File: config.mk
export PLATFORM = sky130hd
export DESIGN_NAME = console_line_editor_core
export DESIGN_NICKNAME = d
export VERILOG_FILES = /design/src/cle_pkg.sv /design/src/console_line_editor_core.sv /design/src/cle_front.sv /design/src/cle_cmd_fifo.sv /design/src/cle_back.sv
export SDC_FILE = /design/constraint.sdc
export NUM_CORES = 1
export LEC_CHECK = 0
export ABC_AREA = 1
export BUFFER_PORTS_ARGS = -buffer_cell sky130_fd_sc_hd__buf_2
export CAP_MARGIN = 20
export CORE_MARGIN = 2
export CORE_UTILIZATION = 42
export CTS_CLUSTER_DIAMETER = 100
export DETAILED_ROUTE_END_ITERATION = 8
export SLEW_MARGIN = 5
export SYNTH_ARGS = -nofsm -noshare
export SYNTH_HDL_FRONTEND = slang
export SYNTH_SLANG_ARGS = --single-unit
File: constraint.sdc
create_clock -name clk -period 4.5 [get_ports clk]
set_input_delay 0.45 -clock clk [delete_from_list [all_inputs] [get_ports clk]]
set_output_delay 0.45 -clock clk [all_outputs]
set_load 0.01 [all_outputs]
File: src/cle_pkg.sv
// Shared types and constants for the console line editor.
// Request and result payloads, command records and the terminal byte codes.
// No dependencies.
package cle_pkg;

  typedef struct packed {
    logic       req_type;
    logic [7:0] rx_byte;
  } req_t;

  typedef struct packed {
    logic       echo_valid;
    logic [7:0] echo_byte;
    logic       line_write;
    logic [7:0] line_index;
    logic [6:0] line_char;
    logic       line_done;
    logic [7:0] line_length;
    logic       aborted;
    logic       last;
  } res_t;

  typedef enum logic [3:0] {
    OP_ABORT = 4'b0001,
    OP_EOL   = 4'b0010,
    OP_ERASE = 4'b0100,
    OP_PUT   = 4'b1000
  } op_t;

  typedef struct packed {
    op_t        op;
    logic [7:0] len;
    logic [6:0] chr;
  } cmd_t;

  typedef struct packed {
    logic full;
    logic empty;
  } q_stat_t;

  localparam int CMD_DEPTH = 4;
  localparam int CMD_PTR_W = 2;
  localparam int LEN_REACH = 256;

  localparam logic [8:0] CAP_RESET = 9'h100;

  localparam logic [7:0] CH_BS    = 8'h08;
  localparam logic [7:0] CH_LF    = 8'h0a;
  localparam logic [7:0] CH_CR    = 8'h0d;
  localparam logic [7:0] CH_SPACE = 8'h20;
  localparam logic [7:0] CH_TILDE = 8'h7e;
  localparam logic [7:0] CH_DEL   = 8'h7f;

endpackage

File: src/console_line_editor_core.sv
// Console line editor top level: capacity register, front end, command queue
// and back end. Depends on cle_pkg, cle_front, cle_cmd_fifo and cle_back.
// A request's first result passes through the command queue and then the output register.
// Throughput: one request per cycle while the four-entry command queue has room; the back
// end gives one result per cycle while results are popped; 0 to 3 per request (erase 3, line end 2).
// Reset: clears line length and queue, empties the output register; capacity returns to 256.
module console_line_editor_core #(
  parameter int LINE_MAX = 256
) (
  input  logic          clk,
  input  logic          rst,
  input  logic          push,
  output logic          full,
  input  cle_pkg::req_t request,
  input  logic          cfg_we,
  input  logic [8:0]    cfg_data,
  output logic          empty,
  input  logic          pop,
  output cle_pkg::res_t result
);
  import cle_pkg::*;

  localparam int         LimitCap = (LINE_MAX < LEN_REACH) ? LINE_MAX : LEN_REACH;
  localparam logic [8:0] CapLimit = 9'(LimitCap);

  logic [8:0] line_capacity;
  logic [8:0] eff_cap;
  logic       cmd_push;
  logic       cmd_pop;
  cmd_t       cmd_in;
  cmd_t       cmd_out;
  q_stat_t    q_stat;

  always_ff @(posedge clk) begin
    if (rst) begin
      line_capacity <= CAP_RESET;
    end else if (cfg_we) begin
      line_capacity <= cfg_data;
    end
  end

  always_comb begin
    eff_cap = (line_capacity > CapLimit) ? CapLimit : line_capacity;
    if (eff_cap == 9'd0) begin
      eff_cap = 9'd1;
    end
  end

  cle_front u_front (
    .clk      (clk),
    .rst      (rst),
    .push     (push),
    .full     (full),
    .request  (request),
    .eff_cap  (eff_cap),
    .q_full   (q_stat.full),
    .cmd_push (cmd_push),
    .cmd      (cmd_in)
  );

  cle_cmd_fifo u_fifo (
    .clk     (clk),
    .rst     (rst),
    .wr_en   (cmd_push),
    .wr_data (cmd_in),
    .rd_en   (cmd_pop),
    .rd_data (cmd_out),
    .stat    (q_stat)
  );

  cle_back u_back (
    .clk     (clk),
    .rst     (rst),
    .cmd     (cmd_out),
    .q_empty (q_stat.empty),
    .cmd_pop (cmd_pop),
    .empty   (empty),
    .pop     (pop),
    .result  (result)
  );

  a_empty_after_reset: assert property (@(posedge clk) (!rst && $past(rst)) |-> empty)
    else $error("result pending after reset");

  a_abort_shape: assert property (@(posedge clk) disable iff (rst)
    (!empty && result.aborted) |-> (result.last && !result.echo_valid && !result.line_write))
    else $error("malformed abort result");

  a_write_printable: assert property (@(posedge clk) disable iff (rst)
    (!empty && result.line_write) |->
      (result.line_char >= 7'h20 && result.line_char <= 7'h7e && result.line_index != 8'hff))
    else $error("stored character out of range");

  a_done_is_lf: assert property (@(posedge clk) disable iff (rst)
    (!empty && result.line_done) |-> (result.echo_byte == CH_LF && result.last))
    else $error("line end not on LF result");

endmodule

File: src/cle_front.sv
// Front end of the console line editor: accepts requests, classifies each byte
// against the current line length and, unless it is ignored, pushes a command for the back end.
// Depends on cle_pkg.
module cle_front (
  input  logic          clk,
  input  logic          rst,
  input  logic          push,
  output logic          full,
  input  cle_pkg::req_t request,
  input  logic [8:0]    eff_cap,
  input  logic          q_full,
  output logic          cmd_push,
  output cle_pkg::cmd_t cmd
);
  import cle_pkg::*;

  logic [7:0] cur_len;
  logic [7:0] cur_len_next;
  logic       cmd_valid;
  logic       accept;

  assign full   = q_full;
  assign accept = push && !q_full;

  always_comb begin
    cmd_valid    = 1'b0;
    cmd.op       = OP_ABORT;
    cmd.len      = cur_len;
    cmd.chr      = request.rx_byte[6:0];
    cur_len_next = cur_len;
    if (request.req_type) begin
      cmd_valid    = 1'b1;
      cur_len_next = 8'd0;
    end else begin
      unique case (request.rx_byte) inside
        CH_CR, CH_LF: begin
          cmd_valid    = 1'b1;
          cmd.op       = OP_EOL;
          cur_len_next = 8'd0;
        end
        CH_BS, CH_DEL: begin
          if (cur_len != 8'd0) begin
            cmd_valid    = 1'b1;
            cmd.op       = OP_ERASE;
            cur_len_next = cur_len - 8'd1;
          end
        end
        default: begin
          if (request.rx_byte >= CH_SPACE && request.rx_byte <= CH_TILDE &&
              ({1'b0, cur_len} + 9'd1) < eff_cap) begin
            cmd_valid    = 1'b1;
            cmd.op       = OP_PUT;
            cur_len_next = cur_len + 8'd1;
          end
        end
      endcase
    end
  end

  assign cmd_push = accept && cmd_valid;

  always_ff @(posedge clk) begin
    if (rst) begin
      cur_len <= 8'd0;
    end else if (accept) begin
      cur_len <= cur_len_next;
    end
  end

endmodule

File: src/cle_cmd_fifo.sv
// Short command queue between the front and back ends of the line editor.
// Register-based, one write and one read port, combinational head.
// Depends on cle_pkg.
module cle_cmd_fifo (
  input  logic               clk,
  input  logic               rst,
  input  logic               wr_en,
  input  cle_pkg::cmd_t      wr_data,
  input  logic               rd_en,
  output cle_pkg::cmd_t      rd_data,
  output cle_pkg::q_stat_t   stat
);
  import cle_pkg::*;

  cmd_t                 slots [CMD_DEPTH];
  logic [CMD_PTR_W-1:0] wr_ptr;
  logic [CMD_PTR_W-1:0] rd_ptr;
  logic [CMD_PTR_W:0]   count;
  logic                 do_wr;
  logic                 do_rd;

  assign stat.full  = (count == (CMD_PTR_W+1)'(CMD_DEPTH));
  assign stat.empty = (count == '0);
  assign do_wr      = wr_en && !stat.full;
  assign do_rd      = rd_en && !stat.empty;
  assign rd_data    = slots[rd_ptr];

  always_ff @(posedge clk) begin
    if (do_wr) begin
      slots[wr_ptr] <= wr_data;
    end
  end

  always_ff @(posedge clk) begin
    if (rst) begin
      wr_ptr <= '0;
      rd_ptr <= '0;
      count  <= '0;
    end else begin
      if (do_wr) begin
        wr_ptr <= wr_ptr + 1'b1;
      end
      if (do_rd) begin
        rd_ptr <= rd_ptr + 1'b1;
      end
      if (do_wr && !do_rd) begin
        count <= count + 1'b1;
      end else if (do_rd && !do_wr) begin
        count <= count - 1'b1;
      end
    end
  end

endmodule

File: src/cle_back.sv
// Back end of the line editor: expands each command into one to three results
// and holds them in the output register until popped.
// Depends on cle_pkg.
module cle_back (
  input  logic          clk,
  input  logic          rst,
  input  cle_pkg::cmd_t cmd,
  input  logic          q_empty,
  output logic          cmd_pop,
  output logic          empty,
  input  logic          pop,
  output cle_pkg::res_t result
);
  import cle_pkg::*;

  logic [1:0] step;
  logic       out_valid;
  logic       load;
  res_t       res_next;

  assign load  = !q_empty && (!out_valid || pop);
  assign empty = !out_valid;

  always_comb begin
    res_next = '0;
    unique case (cmd.op)
      OP_ABORT: begin
        res_next.aborted = 1'b1;
        res_next.last    = 1'b1;
      end
      OP_PUT: begin
        res_next.echo_valid = 1'b1;
        res_next.echo_byte  = {1'b0, cmd.chr};
        res_next.line_write = 1'b1;
        res_next.line_index = cmd.len;
        res_next.line_char  = cmd.chr;
        res_next.last       = 1'b1;
      end
      OP_EOL: begin
        res_next.echo_valid = 1'b1;
        if (step == 2'd0) begin
          res_next.echo_byte = CH_CR;
        end else begin
          res_next.echo_byte   = CH_LF;
          res_next.line_done   = 1'b1;
          res_next.line_length = cmd.len;
          res_next.last        = 1'b1;
        end
      end
      OP_ERASE: begin
        res_next.echo_valid = 1'b1;
        res_next.echo_byte  = (step == 2'd1) ? CH_SPACE : CH_BS;
        res_next.last       = (step == 2'd2);
      end
      default: begin
        res_next.last = 1'b1;
      end
    endcase
  end

  assign cmd_pop = load && res_next.last;

  always_ff @(posedge clk) begin
    if (rst) begin
      step      <= 2'd0;
      out_valid <= 1'b0;
    end else begin
      if (load) begin
        step <= res_next.last ? 2'd0 : step + 2'd1;
      end
      if (load) begin
        out_valid <= 1'b1;
      end else if (pop) begin
        out_valid <= 1'b0;
      end
    end
  end

  always_ff @(posedge clk) begin
    if (load) begin
      result <= res_next;
    end
  end

endmodule
==> impl_metrics.toml, run 1 <==
[setup_path]
r2r-start = "u_front.cur_len[0]$_SDFFE_PP0P_"
slowest_delay_ns = 0.52
cp-startpoint = "u_front.cur_len[0]$_SDFFE_PP0P_"
cp-start-kind = "flip-flop"
cp-end-kind = "flip-flop"
critPathKind = "flip-flop to flip-flop"
crit_required_ns = 4.85
slowest_stage = "dfxtp_1"
cpLargestDelayFamily = "simple AND/OR/NAND/NOR gates"
arrival_ns = 4.28
crit_fanout = 19
timing.critical_path.buf_inv = 4
worst-path-stages = 25
worstRegToRegCells = 25

[final_layout]
final_cells = 894
ff_latch_area_sq_um = 3910
syn2layout_area_growth_pct = 17.3
diodes = 0
multi_input_area_sq_um = 2240
drive_gt1_frac = 0.208
final_core_util = 0.503
final_nets = 742
n_fill_cell = 1325

[synth]
yosys_most_used_dff = "edfxtp_1"
synth_top_area_frac = 0.513
synth_top_cells_by_count = "edfxtp_1, nand2_1, nor2_1"
syn_inst = 627
ys_seq_area_frac = 0.603
yosys_warnings = 0
synth_edf_count = 111
async_reset_ff_frac = 0
synth_area_leader_cell = "edfxtp_1"
post-synth-top-count-cell = "edfxtp_1"
avgSynthCellArea_sq_um = 10.4
synth_fp_nets = 676
synthTopCellsByArea = "edfxtp_1, dfxtp_1, nand2_1"
yosysUniqueCellTypes = 42
syn-cell-area_sq_um = 6490
ys_ff_latch = 140

[hold_path]
holdCritStartpoint = "cfg_data[5]"
hold_class = "input port to flip-flop"
hold-path-cell-count = 3

[global_routing]
track_usage = 0.171
grt-ovfl-total = 0
grt_max_degree = 42
first_global_vias = 4338
grt_first_pass_wirelength_um = 21500
antenna_found_initial = 0

[floorplan]
dieWidth_um = 128
fp.dieH_um = 128
dieArea_sq_um = 16500
rows = 45
ios = 61
initial_utilization = 0.429
core_sq_um = 15100

[timing]
timing.slew.headroom = 0.483
period_share = 0.875
finalHoldViolCount = 0
min_period_ns = 3.94
max_slew.worst_pin.slew_ns = 0.773
hold_slack_ns = 0.260
setup_viol_count_final = 0
fin_tns_setup_ns = 0
max_freq_mhz = 254
fin_worst_skew_ns = 0.00753
setup_ws_ns = 0.562
rsz0062_at_grt = "no"
slew_viol_final = 0

[run_status]
outcome = "finished clean"

[detailed_routing]
firstDrtPassIters = 5
ant_nets = 0
routedWlPerCell_um = 15.0
drc_errors = 0
via_count = 4549
drt_iter0_drc = 373
drt_wl_total_um = 13400
viasPerCell = 5.09

[cts]
clk_latency_ns = 0.42
cts_setup_buffers = 0
cts.clk_slew.worst_paths_ns = 0.06
clockBufferDepth = 2
cts_made_buffers = 17
cts_tree = "built"
holdBufCountCts = 0
ctsRootBufferMaster = "clkbuf_16"
htree_num_levels = 4
post_cts_resized = 0
cts_sinks = 140

[placement]
hpwl_um = 8750
dp_slack_ns = 0.684
place_congestion = 0.888
dp.cells = 862
port_buffers = 59

[pwr]
ir_drop_uv = 393
power_leakage_nw = 3.17
pwr_density_cell_nw_per_um2 = 616

[run]
maxCapViolCount = 0
==> path summary, 6_finish.rpt <==
| kind | endpoint | slack, ns |
|---|---|---|
| worst max register to register | u_fifo.count[2]$_SDFFE_PP0P_ | 0.56 |
| worst max-delay path | u_fifo.count[2]$_SDFFE_PP0P_ | 0.56 |
| worst min-delay path | line_capacity[5]$_SDFFE_PP0P_ | 0.26 |
| worst min register to register | u_back.step[0]$_SDFFE_PP0P_ | 0.48 |
==> cell type report <==
class	count	area share
timing repair buffer	67	0.0467
clock inverter	13	0.0281
multi-input combinational	406	0.294
tap	188	0.0309
inverter	61	0.0301
sequential	140	0.514
clock buffer	19	0.0568
==> placed cells by master (no fill, tap or decap), types with 7 or more instances in the layout <==
master	n
a21oi_1	30
a21oi_2	10
a32o_1	8
buf_2	59
buf_4	8
clkbuf_16	17
dfxtp_1	29
edfxtp_1	111
ha_1	24
inv_1	49
inv_2	12
nand2_1	107
nand3_1	36
nor2_1	96
nor2_2	8
o21ai_0	32
xor2_1	7
==> metrics by stage <==
step / power, mW / cell area, sq um
final: 4.69 / 7620
after global routing: 4.98 / 7620
after CTS: 4.74 / 7620
after detailed placement: 3.21 / 6970
after global placement: 3.17 / 6970
after floorplan: 2.80 / 6490
==> power breakdown <==
| part | leakage, nW | switching [mW] | internal, mW |
|---|---|---|---|
| logic | 1.56 | 0.865 | 0.447 |
| clock network | 0.308 | 0.537 | 0.988 |
| registers | 1.30 | 0.108 | 1.75 |
| total | 3.17 | 1.51 | 3.18 |
==> per-layer routing <==
| layer | global-route usage | share of wire |
|---|---|---|
| met1 | 0.219 | 0.46 |
| met2 | 0.286 | 0.49 |
| met3 | 0.0413 | 0.040 |
| met4 | 0.0614 | 0.013 |
| met5 | 0 | 0 |
==> state kept, by name, summed over array words and instances, names as in the netlist, named ones only <==
name,cells
u_fifo.wr_ptr,2
u_front.cur_len,8
u_fifo.rd_ptr,2
u_fifo.slots,76
u_back.step,2
u_fifo.count,3
u_back.result,35
line_capacity,9
u_back.out_valid,1
==> cells by family after synthesis <==
logic type | after synthesis | synth area share
other cells | 1 | 0.000578
xor+xnor | 8 | 0.0108
fa+ha+maj | 26 | 0.0524
simple gates | 276 | 0.189
buf+inv | 81 | 0.0538
compound gates | 95 | 0.0904
flops | 140 | 0.603
==> worst min-delay path, stage by stage <==
cell and delay (ns):
buf_2 0.08, nor2_1 0.03, nor2_1 0.08
No activity file was read; power rests on OpenSTA's default activity.
==> run 2, diff against run 1 <==
CAP_MARGIN = unset   (was 20)
clock period = 3.25 ns   (was 4.5 ns; I/O delays follow)
==> run 2 against run 1 <==
  * Sequential power increased by 39%
  * Critical endpoint unchanged
  * Via count increased by 1.3%
  * Global-route usage up 0.11 points
  * Worst setup slack lost 0.39 ns
  * First-iteration DRC count shrank 25%
  * Cell count grew 3.0%
  * Non-clock buffer count increased by 27
  * Sequential share of layout area decreased by 1.3 points
==> impl_metrics.toml, run 2 (synthesis results as in run 1) <==
[run_status]
outcome = "finished clean"

[detailed_routing]
routedWlPerCell_um = 14.6
viasPerCell = 5.00
drt_iter0_drc = 280
ant_nets = 0
via_count = 4607
drt_wl_total_um = 13500
firstDrtPassIters = 4
drc_errors = 0

[cts]
cts_sinks = 140
cts.clk_slew.worst_paths_ns = 0.06
cts_made_buffers = 17
cts_tree = "built"
clockBufferDepth = 2
clk_latency_ns = 0.42
holdBufCountCts = 0
htree_num_levels = 4
ctsRootBufferMaster = "clkbuf_16"

[setup_path]
crit_fanout = 3
slowest_delay_ns = 0.37
cp-end-kind = "flip-flop"
cpLargestDelayFamily = "simple AND/OR/NAND/NOR gates"
r2r-start = "u_front.cur_len[1]$_SDFFE_PP0P_"
timing.rr.end = "u_fifo.count[2]$_SDFFE_PP0P_"
slowest_stage = "dfxtp_4"
arrival_ns = 3.43
cp-start-kind = "flip-flop"
crit_required_ns = 3.60
timing.critical_path.buf_inv = 2
worstRegToRegCells = 23
rrSetupSlack_ns = 0.17
path_cells = "ha_4 > nand3_4 > nor3_4 > nand2_1 > nor2_1 > ha_1 > nand2_1 > nand2_1 > a21oi_2 > o211ai_1 > nor2_1 > nand2_2 > nand2_8 > nand2_4 > inv_2 > ha_4 > inv_2 > fa_2 > nor2_1 > nor2_1 > nand2_1 > o21ai_1 > a21oi_1"
critPathKind = "flip-flop to flip-flop"

[global_routing]
first_global_vias = 4433
grt.busiest_layer = "met2"
grt_first_pass_wirelength_um = 21700
grtUsageMet3 = 0.0367
grt_max_degree = 42
grt-ovfl-total = 0
gr-usage-met1 = 0.218
track_usage = 0.173
grtUsageMet2 = 0.285
antenna_found_initial = 0

[timing]
fin_worst_skew_ns = 0.0119
hold_slack_ns = 0.127
slew_viol_final = 0
min_period_ns = 3.08
max_slew.worst_pin.slew_ns = 1.15
setup_ws_ns = 0.172
timing.slew.headroom = 0.231
fin_tns_setup_ns = 0
finalHoldViolCount = 0
rsz0062_at_grt = "yes"
period_share = 0.947
max_freq_mhz = 325
setup_viol_count_final = 0

[hold_path]
min_to = "line_capacity[8]$_SDFFE_PP1P_"
holdCritStartpoint = "cfg_data[8]"
hold_class = "input port to flip-flop"
hold-path-cell-count = 3

[floorplan]
rows = 45
fp.dieH_um = 128
ios = 61
core_sq_um = 15100
dieWidth_um = 128
initial_utilization = 0.429
dieArea_sq_um = 16500

[placement]
port_buffers = 59
post_dp_cell_area_sq_um = 7110
place_congestion = 0.901
hpwl_um = 9070
dp_slack_ns = -0.144

[pwr]
ir_drop_uv = 645
pwr_density_cell_nw_per_um2 = 811
power_leakage_nw = 3.29

[final_layout]
syn2layout_area_growth_pct = 20.8
n_fill_cell = 1360
multi_input_area_sq_um = 2330
diodes = 0
final_area_sq_um = 7840
layout_common_cells = "edfxtp_1, nand2_1, nor2_1, buf_2, inv_1"
largest-register = "u_fifo.slots"
layout_commonest_cell = "edfxtp_1"
drive_gt1_frac = 0.261
reg_top3 = "u_fifo.slots (76), u_back.result (35), line_capacity (9)"
final_nets = 769
ff_latch_area_sq_um = 3930
largest_reg_flops = 76

[run]
maxCapViolCount = 0
## run 2: cell types whose count changed in the layout (fill, tap and decap cells not counted), sizes merged
cell	delta
buf	+27
clkbuf	+5
inv	-2
bufinv	-3
## run 2: area by class of cell
cell class	count	area share
clock inverter	8	0.0121
tap	188	0.0300
timing repair buffer	94	0.0712
multi-input combinational	406	0.297
sequential	140	0.501
clock buffer	24	0.0601
inverter	61	0.0292
## run 2: how the worst max path moves through the flow
stage | from | to | slack [ns] | cells past startpoint
final | u_front.cur_len[1]$_SDFFE_PP0P_ | u_fifo.count[2]$_SDFFE_PP0P_ | 0.17 | 23
after global routing | u_front.cur_len[1]$_SDFFE_PP0P_ | u_fifo.count[2]$_SDFFE_PP0P_ | -0.04 | 23
after CTS | u_front.cur_len[0]$_SDFFE_PP0P_ | u_fifo.count[2]$_SDFFE_PP0P_ | 0.04 | 25
after detailed placement | u_front.cur_len[1]$_SDFFE_PP0P_ | u_fifo.count[2]$_SDFFE_PP0P_ | -0.14 | 25
after global placement | u_front.cur_len[0]$_SDFFE_PP0P_ | u_fifo.count[2]$_SDFFE_PP0P_ | 0.06 | 23
after floorplan | u_front.cur_len[0]$_SDFFE_PP0P_ | u_fifo.slots[1][0]$_DFFE_PP_ | -0.19 | 17
## run 2: metrics by stage
stage	total power, mW	util	std cells
6_report	6.36	0.518	921
2_1_floorplan	3.88	-	627
3_5_place_dp	4.50	0.470	881
5_1_grt	6.76	0.518	921
4_1_cts	6.38	0.510	918
3_3_place_gp	4.43	0.470	881
## run 2: power by group
| group | internal, mW | leakage (nW) | switching (mW) |
|---|---|---|---|
| clock network | 1.16 | 0.274 | 0.694 |
| logic | 0.702 | 1.71 | 1.23 |
| registers | 2.42 | 1.31 | 0.155 |
| total | 4.29 | 3.29 | 2.08 |
## run 2: layer usage
layer / share of wire / vias to the layer above
met3: 0.041 / 10
li1: - / 2323
met4: 0.0091 / 0
met2: 0.48 / 80
met1: 0.47 / 2194
met5: 0 / -
## run 2: worst reg2reg max path, delay by kind of cell (launching register included)
| kind | cells | cell delay [ns] |
|---|---|---|
| and+or+nand+nor | 13 | 1.23 |
| adders and majority gates | 4 | 0.86 |
| buffers and inverters | 2 | 0.14 |
| AOI/OAI and AO/OA | 4 | 0.42 |
| DFF | 1 | 0.37 |
## run 2: repair_timing
item | CTS | global route
endpoints found under the setup margin | 2 | 2
resized for setup | 6 | 23
pin swaps | 5 | 13
buffers inserted | 5 | 3
